<file path="src/rtl/core/rbp_pkg.sv">
// Shared types and codes for the reference-counted buffer pool.
// Holds command/result transaction structs, action/status codes and sequencer states.
// No dependencies.
`default_nettype none

package rbp_pkg;

    // Field widths fixed by the command and result formats
    localparam int SLOT_FIELD_W  = 4;
    localparam int COUNT_FIELD_W = 4;

    typedef enum logic [1:0] {
        ACT_ALLOC   = 2'd0,
        ACT_SET     = 2'd1,
        ACT_RELEASE = 2'd2
    } action_t;

    typedef enum logic [1:0] {
        ST_OK        = 2'd0,
        ST_EXHAUSTED = 2'd1,
        ST_DOUBLE    = 2'd2
    } status_t;

    typedef struct packed {
        action_t                  action;
        logic [SLOT_FIELD_W-1:0]  slot_index;
        logic [COUNT_FIELD_W-1:0] new_count;
    } cmd_t;

    typedef struct packed {
        logic [SLOT_FIELD_W-1:0] granted_slot;
        status_t                 status;
    } result_t;

    typedef enum logic [1:0] {
        SEQ_IDLE,
        SEQ_SCAN,
        SEQ_RELEASE_CHK,
        SEQ_DONE
    } seq_state_t;

endpackage

`default_nettype wire

</file>
<file path="src/rtl/core/rbp_slot_store.sv">
// Reference count storage for the buffer pool: one write port, one registered read port.
// Per-slot valid flops make never-written slots read as zero after reset.
// No package dependencies.
`default_nettype none

module rbp_slot_store #(
    parameter int DEPTH = 16,
    parameter int IDX_W = 4,
    parameter int CNT_W = 4
) (
    input  wire logic             clk,
    input  wire logic             rst_n,
    input  wire logic [IDX_W-1:0] rd_addr,
    output logic      [CNT_W-1:0] rd_count,
    input  wire logic             wr_en,
    input  wire logic [IDX_W-1:0] wr_addr,
    input  wire logic [CNT_W-1:0] wr_count
);

    logic [CNT_W-1:0] count_mem [DEPTH];
    logic [DEPTH-1:0] valid_reg;
    logic [CNT_W-1:0] rd_data_reg;
    logic             rd_valid_reg;

    // Write the count array
    always_ff @(posedge clk)
    begin
        if (wr_en)
        begin
            count_mem[wr_addr] <= wr_count;
        end
    end

    // Register the read data
    always_ff @(posedge clk)
    begin
        rd_data_reg <= count_mem[rd_addr];
    end

    // Mark written slots; reset frees every slot at once
    always_ff @(posedge clk or negedge rst_n)
    begin
        if (!rst_n)
        begin
            valid_reg    <= '0;
            rd_valid_reg <= 1'b0;
        end
        else
        begin
            if (wr_en)
            begin
                valid_reg[wr_addr] <= 1'b1;
            end
            rd_valid_reg <= valid_reg[rd_addr];
        end
    end

    // Unwritten slots read as free
    assign rd_count = rd_valid_reg ? rd_data_reg : '0;

endmodule

`default_nettype wire

</file>
<file path="src/rtl/core/refcounted_buffer_pool.sv">
// Top level of the reference-counted buffer pool allocator.
// Depends on rbp_pkg (types, codes) and rbp_slot_store (count memory).
//
// Channel   Ports                 Handshake
// -------   -------------------   ------------------------------------------
// command   start, busy, cmd      taken at a clock edge with start=1, busy=0
// result    done, result          valid for one cycle while done=1, no stall
//
// Allocate scans the slots upward from slot 0 and grants the first free one; an
// exhausted pool reports ST_EXHAUSTED after the last slot. Set-references writes
// at accept; release reads the slot, then checks it (skipped when out of range).
// The scan costs one slot per cycle through the single read port of the count
// memory and one zero compare. The pool goes idle before the next accept.
// Reset frees all slots at once through per-slot valid flops; no clearing pass.
// busy stays high from accept through the result cycle; results cannot stall.
`default_nettype none

module refcounted_buffer_pool #(
    parameter int POOL_SLOTS = 16,
    parameter int MAX_REFS   = 15
) (
    input  wire logic            clk,
    input  wire logic            rst_n,
    input  wire logic            start,
    output logic                 busy,
    input  wire rbp_pkg::cmd_t   cmd,
    output logic                 done,
    output rbp_pkg::result_t     result
);

    import rbp_pkg::*;

    localparam int IDX_W = $clog2(POOL_SLOTS);
    localparam int CNT_W = $clog2(MAX_REFS + 1);
    localparam logic [IDX_W-1:0] LAST_IDX = IDX_W'(POOL_SLOTS - 1);

    seq_state_t       state_reg, state_next;
    cmd_t             cmd_reg, cmd_next;
    logic [IDX_W-1:0] chk_idx_reg, chk_idx_next;
    result_t          result_reg, result_next;

    logic [IDX_W-1:0] rd_addr;
    logic [CNT_W-1:0] rd_count;
    logic             wr_en;
    logic [IDX_W-1:0] wr_addr;
    logic [CNT_W-1:0] wr_count;

    logic             in_range_new, in_range_held;
    logic [IDX_W-1:0] addr_new, addr_held;
    logic [CNT_W-1:0] sat_count;
    logic             count_zero;
    logic [CNT_W-1:0] count_dec;

    rbp_slot_store #(
        .DEPTH (POOL_SLOTS),
        .IDX_W (IDX_W),
        .CNT_W (CNT_W)
    ) u_store (
        .clk      (clk),
        .rst_n    (rst_n),
        .rd_addr  (rd_addr),
        .rd_count (rd_count),
        .wr_en    (wr_en),
        .wr_addr  (wr_addr),
        .wr_count (wr_count)
    );

    // Decode slot addresses and clamp the requested count
    assign in_range_new  = (32'(cmd.slot_index) < POOL_SLOTS);
    assign in_range_held = (32'(cmd_reg.slot_index) < POOL_SLOTS);
    assign addr_new      = IDX_W'(cmd.slot_index);
    assign addr_held     = IDX_W'(cmd_reg.slot_index);
    assign sat_count     = (32'(cmd.new_count) > MAX_REFS) ? CNT_W'(MAX_REFS)
                                                           : CNT_W'(cmd.new_count);

    // Shared count unit: zero test and decrement of the word just read
    assign count_zero = (rd_count == '0);
    assign count_dec  = rd_count - CNT_W'(1);

    // Hold sequencer state
    always_ff @(posedge clk or negedge rst_n)
    begin
        if (!rst_n)
        begin
            state_reg <= SEQ_IDLE;
        end
        else
        begin
            state_reg <= state_next;
        end
    end

    // Hold the transaction and its result
    always_ff @(posedge clk)
    begin
        cmd_reg     <= cmd_next;
        chk_idx_reg <= chk_idx_next;
        result_reg  <= result_next;
    end

    // Sequence each command through scan (allocate) or check (release), then report
    always_comb
    begin
        state_next   = state_reg;
        cmd_next     = cmd_reg;
        chk_idx_next = chk_idx_reg;
        result_next  = result_reg;
        rd_addr      = chk_idx_reg;
        wr_en        = 1'b0;
        wr_addr      = addr_held;
        wr_count     = count_dec;

        unique case (state_reg)
            SEQ_IDLE:
            begin
                if (start)
                begin
                    cmd_next                 = cmd;
                    result_next.granted_slot = cmd.slot_index;
                    result_next.status       = ST_OK;
                    state_next               = SEQ_DONE;
                    case (cmd.action)
                        ACT_ALLOC:
                        begin
                            rd_addr      = '0;
                            chk_idx_next = '0;
                            state_next   = SEQ_SCAN;
                        end
                        ACT_SET:
                        begin
                            if (in_range_new)
                            begin
                                wr_en    = 1'b1;
                                wr_addr  = addr_new;
                                wr_count = sat_count;
                            end
                        end
                        ACT_RELEASE:
                        begin
                            if (in_range_new)
                            begin
                                rd_addr    = addr_new;
                                state_next = SEQ_RELEASE_CHK;
                            end
                        end
                        default:
                        begin
                            // unused action code: echo and report ok
                        end
                    endcase
                end
            end

            SEQ_SCAN:
            begin
                if (count_zero)
                begin
                    wr_en                    = 1'b1;
                    wr_addr                  = chk_idx_reg;
                    wr_count                 = CNT_W'(1);
                    result_next.granted_slot = SLOT_FIELD_W'(chk_idx_reg);
                    result_next.status       = ST_OK;
                    state_next               = SEQ_DONE;
                end
                else if (chk_idx_reg == LAST_IDX)
                begin
                    result_next.granted_slot = '0;
                    result_next.status       = ST_EXHAUSTED;
                    state_next               = SEQ_DONE;
                end
                else
                begin
                    // advance to the next slot
                    rd_addr      = chk_idx_reg + IDX_W'(1);
                    chk_idx_next = chk_idx_reg + IDX_W'(1);
                end
            end

            SEQ_RELEASE_CHK:
            begin
                if (count_zero)
                begin
                    result_next.status = ST_DOUBLE;
                end
                else
                begin
                    wr_en    = in_range_held;
                    wr_count = count_dec;
                end
                state_next = SEQ_DONE;
            end

            SEQ_DONE:
            begin
                state_next = SEQ_IDLE;
            end

            default:
            begin
                state_next = SEQ_IDLE;
            end
        endcase
    end

    assign busy   = (state_reg != SEQ_IDLE);
    assign done   = (state_reg == SEQ_DONE);
    assign result = result_reg;

    // A result only appears while a command is in flight
    a_done_busy: assert property (@(posedge clk) disable iff (!rst_n)
        done |-> busy)
        else $error("result strobe without a command in flight");

    // An accepted command always blocks the next one
    a_accept_busy: assert property (@(posedge clk) disable iff (!rst_n)
        (start && !busy) |=> busy)
        else $error("command accepted without going busy");

    // Exactly one result per command, then ready again
    a_done_once: assert property (@(posedge clk) disable iff (!rst_n)
        done |=> (!done && !busy))
        else $error("result strobe not followed by idle");

    // Exhausted pool reports slot zero
    a_exhausted_slot: assert property (@(posedge clk) disable iff (!rst_n)
        (done && result.status == ST_EXHAUSTED) |-> (result.granted_slot == '0))
        else $error("exhausted result with nonzero slot");

endmodule

`default_nettype wire
</file>
<file path="config.mk">
export PLATFORM = sky130hd
export DESIGN_NAME = refcounted_buffer_pool
export DESIGN_NICKNAME = d
export VERILOG_FILES = /design/src/rtl/core/rbp_pkg.sv /design/src/rtl/core/rbp_slot_store.sv /design/src/rtl/core/refcounted_buffer_pool.sv
export SDC_FILE = /design/constraint.sdc
export NUM_CORES = 1
export LEC_CHECK = 0
export BUFFER_PORTS_ARGS = -buffer_cell sky130_fd_sc_hd__buf_2
export CORE_MARGIN = 3
export CORE_UTILIZATION = 50
export DETAILED_ROUTE_END_ITERATION = 10
export PLACE_DENSITY = 0.67
export SYNTH_ARGS = -nofsm -noshare
export SYNTH_HDL_FRONTEND = slang
export SYNTH_SLANG_ARGS = --single-unit
</file>
<file path="constraint.sdc">
create_clock -name clk -period 4.85 [get_ports clk]
set_input_delay 0 -clock clk [delete_from_list [all_inputs] [get_ports clk]]
set_output_delay 0 -clock clk [all_outputs]
set_load 0.03 [all_outputs]
</file>
==> metrics.yaml, run 1 <==
status: "finished, final reports clean"
crit_required_ns: 5.10
vias: 2776
leakage_nw: 1.85
grt_pass1_vias: 2734
cp-startpoint: "state_reg[1]"
cts_tree: "done"
hold_violations: 0
rsz0062_at_grt: "no"
die_x_um: 101
peakVddDrop_mv: 0.258
drive_above_1_share: 0.162
antenna_found_initial: 0
min_from: "cmd[8]"
area_growth_syn_to_layout_pct: 9.20
netlist-cell-type-count: 51
ys.flop_type: "edfxtp_1"
clockBufferDepth: 2
synth_edf_count: 78
track_usage: 0.197
crit_top_cell: "inv_1"
cp_cell_sequence: "inv_1, ha_1, inv_1, a21oi_1, o21ai_0, o311a_2, buf_4, mux2i_1, a22oi_1, and4_1"
cp_max_fo: 27
initial_core_util: 0.530
antennaDiodeCount: 0
synth_top_area_cell: "edfxtp_1"
core-area_um2: 8460
firstDrtPassIters: 5
combinationalPowerShare: 0.445
period_needed_ns: 3.37
port_buffers: 20
largest_reg_flops: 64
wl_per_cell_um: 20.8
gp_congestion: 0.935
power.internal_w: 0.00207
power_density_nw_per_um2: 706
sw_frac_of_total: 0.403
ios: 21
finalWirelength_um: 9490
syn_nets: 337
rr_startpoint: "state_reg[1]"
critPathMaxStageDelay_ns: 0.76
yosysSeqAreaShare: 0.646
timing.fmax_ghz: 0.297
fin_nets: 366
rows: 33
slew_viol_final: 0
die_h_um: 101
p_clk_frac: 0.143
cts_buffers: 9
post-dp-hpwl_um: 6570
setup_viol: 0
cts_resized: 0
synth.area.top_cells: "edfxtp_1, dfrtp_1, mux2i_1, a22oi_1, or2_1"
skew_ns: 0.0115
critPathSlowestCell: "o311a_2"
via_per_inst: 6.07
antenna_left: 0
async_flop_share: 0.188
fin_crit_sh: 0.694
worst_pin_slew_ns: 0.821
die_area_um2: 10100
drc: 0
grt-ovfl-total: 0
crit_path_start_kind: "register"
end_kind: "register"
cts.sinks: 101
yosysTopAreaCellShare: 0.522
ys_seq_elements: 101
cts.clk_slew.worst_paths_ns: 0.09
slew_headroom: 0.453
utilization: 0.579
insertion_delay_ns: 0.37
synth_cells: 318
drtIter0Drc: 194
hold_class: "in2reg"
ys_warn_count: 0
p_seq_frac: 0.412
cts-root-buf: "clkbuf_8"
worst-path-buf-inv: 3
grt_pass1_wl_um: 14900
tns_ns: 0
cpLargestDelayFamily: "compound AO/OA/AOI/OAI gates"
synth_area_um2: 4490
grt_start_max_net_pins: 28
ctsHtreeMaxLevel: 3
maxCapViolations: 0
worst-setup-path-type: "reg2reg"
arrival_ns: 3.62
avgSynthCellArea_um2: 14.1
p_sw_w: 0.00140
==> through the flow <==
stage / power [W] / hold slack, ns / cells / area (µm²) / setup slack, ns
floorplan: 0.00259 / -0.296 / 318 / 4490 / 2.30
global placement: 0.00294 / 0.0137 / 435 / 4660 / 1.61
detailed placement: 0.00297 / 0.0206 / 435 / 4660 / 1.50
CTS: 0.00347 / 0.102 / 457 / 4900 / 1.49
global route: 0.00368 / 0.158 / 457 / 4900 / 1.21
finish: 0.00346 / 0.125 / 457 / 4900 / 1.48
==> worst reg2reg max path, stage by stage (launching register included) <==
cell and delay [ns]:
dfrtp_1 0.39, inv_1 0.09, ha_1 0.32, inv_1 0.42
a21oi_1 0.08, o21ai_0 0.22, o311a_2 0.76, buf_4 0.41
mux2i_1 0.25, a22oi_1 0.10, and4_1 0.23
==> cells by family (layout without fill, tap and decap cells) <==
| logic type | Yosys count | in the layout | synth area share |
|---|---|---|---|
| DFF | 101 | 101 | 0.646 |
| and+or+nand+nor | 92 | 92 | 0.113 |
| AOI/OAI and AO/OA | 60 | 60 | 0.105 |
| muxes | 41 | 41 | 0.0940 |
| buffers and inverters | 16 | 50 | 0.0209 |
| adders and majority gates | 6 | 6 | 0.0167 |
| xor gates and xnor gates | 2 | 2 | 0.00390 |
==> synthesized netlist by cell type, types with 4 or more instances <==
cell type	instances
a21oi_1	6
a22oi_1	21
and3_1	7
and4_1	4
dfrtp_1	19
dfxtp_1	4
edfxtp_1	78
ha_1	6
inv_1	7
mux2_2	7
mux2i_1	32
nand2_1	15
nand2b_1	4
nand3_1	6
nand3b_1	4
nor2_1	22
o21ai_0	7
or2_1	16
==> power groups by stage <==
stage / registers, W / clock network (W) / logic [W]
finish: 0.00142 / 0.000495 / 0.00154
global route: 0.00145 / 0.000546 / 0.00168
CTS: 0.00142 / 0.000505 / 0.00154
detailed placement: 0.00144 / 0 / 0.00153
global placement: 0.00144 / 0 / 0.00150
floorplan: 0.00146 / 0 / 0.00113
==> layout by cell type, fill, tap and decap left out, types with 4 or more instances in the layout <==
cell	instances
dfrtp_1	19
nand3_1	6
mux2_2	7
nor2_1	22
or2_1	16
inv_1	7
and3_1	7
nand3b_1	4
mux2i_1	32
edfxtp_1	78
ha_1	6
nand2_1	15
and4_1	4
a22oi_1	21
nand2b_1	4
buf_2	20
a21oi_1	6
dlygate4sd3_1	6
dfxtp_1	4
o21ai_0	7
clkbuf_8	9
==> layout make-up <==
cell class	instances	area, µm²
Inverter	7	26.3
Multi-Input combinational cell	201	1500
Sequential cell	101	2900
Tap cell	105	131
Fill cell	680	3560
Clock inverter	7	56.3
Clock buffer	9	124
Timing Repair Buffer	27	168
==> routing by layer <==
metal  vias to the layer above  wire length (µm)  global-route usage  part of all wire
met5                         -                 0                   0                 0
met4                         0               104              0.0477             0.011
li1                       1289                 -                   -                 -
met1                      1380              4670               0.296              0.49
met2                        97              4270               0.294              0.45
met3                        10               445              0.0415             0.047
==> path summary, 6_finish.rpt <==
check | end | cells after the start | slack [ns]
worst min-delay path | state_reg[1] | 4 | 0.12
worst min register to register | u_store.valid_reg[1] | 1 | 0.47
max in group asynchronous | u_store.valid_reg[5] | 2 | 4.35
worst max register to register | u_store.rd_valid_reg | 10 | 1.48
min in group asynchronous | u_store.valid_reg[9] | 2 | 0.14
worst max-delay path | u_store.rd_valid_reg | 10 | 1.48
==> timing repair <==
action | CTS | global route
hold endpoints to repair | 25 | 0
setup endpoints to repair | 0 | 0
hold buffers | 6 | 0
setup buffers | 0 | 0
No activity file was read; power rests on OpenSTA's default activity.
==> run 2: changes to the inputs <==
Settings changed: ABC_AREA set to 1, PLACE_DENSITY 0.67 to 0.69.
Clock period 4.85 ns to 3 ns, I/O delays scaled along.
==> metrics.yaml, run 2 <==
ys.flop_type: "edfxtp_1"
period_needed_ns: 2.63  # -0.740 ns
worst_pin_slew_ns: 0.699  # -0.122 ns
synth_common_cells: "nand2_1, nand3_1, edfxtp_1"
busiest_layer: "met2"
synth.area.top_cells: "edfxtp_1, nand3_1, dfrtp_1, nand2_1, inv_1"
yosysSeqAreaShare: 0.606  # -0.0397
post-dp-hpwl_um: 7300  # +11%
cts_tree: "done"
skew_ns: 0.00990  # -0.00163 ns
die_x_um: 104  # +3.0%
largest_reg_flops: 64  # unchanged
worst-path-buf-inv: 3  # unchanged
critPathSlowestCell: "dfrtp_1"
fin_nets: 520  # +42%
ys_seq_elements: 101  # unchanged
gp_congestion: 0.907  # -3.0%
crit_required_ns: 3.05  # -2.05 ns
crit_top_cell: "inv_1"
use_met2: 0.330  # +0.0362
arrival_ns: 2.67  # -0.95 ns
firstDrtPassIters: 7  # +2
num-fill-cells: 804  # +18%
grt_pass1_vias: 3480  # +27%
synth_cells: 473  # +49%
tns_ns: 0  # unchanged
drtIter0Drc: 257  # +32%
yosysTopAreaCellShare: 0.490  # -0.0321
multi_input_area_um2: 1620  # +8.2%
maxCapViolations: 0  # unchanged
antenna_found_initial: 0  # unchanged
ctsHtreeMaxLevel: 3  # unchanged
wl_per_cell_um: 17.0  # -18%
timing.fmax_ghz: 0.381  # +28%
area_growth_syn_to_layout_pct: 9.95
avgSynthCellArea_um2: 10.1  # -28%
synth_most_common_cell: "nand2_1"
post_cts.repair.setup_buffers: 0  # unchanged
setup_viol: 0  # unchanged
end_kind: "register"
initial_core_util: 0.515  # -0.0151
ios: 21  # unchanged
port_buffers: 20  # unchanged
cpLargestDelayFamily: "simple AND/OR/NAND/NOR gates"
crit_path_start_kind: "register"
register_area_um2: 2900  # unchanged
slew_viol_final: 0  # unchanged
grt_pass1_wl_um: 17800  # +20%
antennaDiodeCount: 0  # unchanged
synth_edf_count: 78  # unchanged
cts-root-buf: "clkbuf_8"
die_h_um: 104  # +3.0%
met3_usage: 0.0343  # -0.00725
ys_warn_count: 0  # unchanged
grt_util_met1: 0.293  # -0.00381
hold_violations: 0  # unchanged
fin_crit_sh: 0.875  # +0.181
antenna_left: 0  # unchanged
grt_start_max_net_pins: 42  # +50%
vias: 3490  # +26%
rows: 35  # +6.1%
cts_resized: 0  # unchanged
final_common_cell: "nand2_1"
drive_above_1_share: 0.146  # -0.0157
synth_top_area_cell: "edfxtp_1"
finalWirelength_um: 10800  # +14%
critPathMaxStageDelay_ns: 0.42  # -0.34 ns
clockBufferDepth: 2  # unchanged
final_cell_mix: "nand2_1, nand3_1, edfxtp_1"
via_per_inst: 5.50  # -9.5%
async_flop_share: 0.188  # unchanged
cp_max_fo: 8  # -70%
die_area_um2: 10800  # +6.2%
rsz0062_at_grt: "no"
insertion_delay_ns: 0.37  # about the same
synth_area_um2: 4780  # +6.6%
hold_class: "in2reg"
cts.sinks: 101  # unchanged
track_usage: 0.209  # +0.0123
cts.clk_slew.worst_paths_ns: 0.11  # +0.02 ns
syn_nets: 492  # +46%
slew_headroom: 0.533  # +0.0803
status: "finished, final reports clean"
grt-ovfl-total: 0  # unchanged
core-area_um2: 9280  # +9.7%
cts_buffers: 9  # unchanged
drc: 0  # unchanged
netlist-cell-type-count: 34  # -33%
worst-setup-path-type: "reg2reg"
cp_cell_sequence: "inv_1, ha_1, nand2_1, nor2_4, inv_1, o21ai_0, a21oi_2, inv_1, nand2_1, nor2_1"
## run 2: cell types whose count changed after synthesis, sizes merged, moves of 14 or more
cell and change:
nand3 +107, or2 -14, mux2i -32, nand2 +102
a22oi -21, inv +30, o21bai +14
## run 2: cells by family after synthesis
| family | after synthesis | share of synthesized area |
|---|---|---|
| and+or+nand+nor | 267 | 0.256 |
| DFF | 101 | 0.606 |
| buffers and inverters | 57 | 0.0552 |
| AOI/OAI and AO/OA | 39 | 0.0610 |
| adders and majority gates | 6 | 0.0157 |
| xor gates and xnor gates | 3 | 0.00550 |
## run 2: layout make-up
| cell class | count | area share |
|---|---|---|
| Clock buffer | 9 | 0.0236 |
| Clock inverter | 7 | 0.0138 |
| Inverter | 37 | 0.0264 |
| Multi-Input combinational cell | 315 | 0.308 |
| Sequential cell | 101 | 0.551 |
| Tap cell | 129 | 0.0307 |
| Timing Repair Buffer | 37 | 0.0462 |
## run 2: path summary, 6_finish.rpt
| kind | startpoint | end | slack (ns) | cells after the start |
|---|---|---|---|---|
| max in group asynchronous | rst_n | u_store.rd_valid_reg | 2.59 | 2 |
| max | state_reg[1] | u_store.count_mem[1][1] | 0.37 | 10 |
| max reg2reg | state_reg[1] | u_store.count_mem[1][1] | 0.37 | 10 |
| min reg2reg | u_store.valid_reg[6] | u_store.valid_reg[6] | 0.48 | 1 |
| min in group asynchronous | rst_n | state_reg[0] | 0.10 | 2 |
| min | cmd[8] | state_reg[0] | 0.08 | 5 |
## run 2: repair_timing
item / 4_1_cts / 5_1_grt
setup endpoints to repair: 0 / 0
hold buffers: 6 / 0
hold endpoints to repair: 24 / 0
## run 2: stage by stage
step | std cells | hold slack (ns) | utilization | setup slack [ns] | cell area [µm²]
after floorplan | 473 | -0.296 | - | 0.762 | 4780
after global placement | 613 | -0.0302 | 0.539 | 0.507 | 5000
after detailed placement | 613 | -0.0267 | 0.539 | 0.392 | 5000
after CTS | 635 | 0.0476 | 0.566 | 0.376 | 5260
after global routing | 635 | 0.118 | 0.566 | 0.110 | 5260
final | 635 | 0.0789 | 0.566 | 0.374 | 5260
## run 2: worst min-delay path: cells and delay by family
| kind | cells | cell delay [ns] |
|---|---|---|
| buffers and inverters | 2 | 0.19 |
| AOI/OAI and AO/OA | 1 | 0.08 |
| and+or+nand+nor | 2 | 0.14 |
## run 2: routing by layer
layer	vias to the layer above	wire, µm	share of wire
met5	-	0	0
met4	0	264	0.024
met3	23	634	0.059
met2	131	5040	0.47
met1	1665	4840	0.45
li1	1671	-	-
Power of run 2 is left out: the tool's default activity adds up to more than one toggle a clock period on the data nets, which glitch-free logic cannot reach.
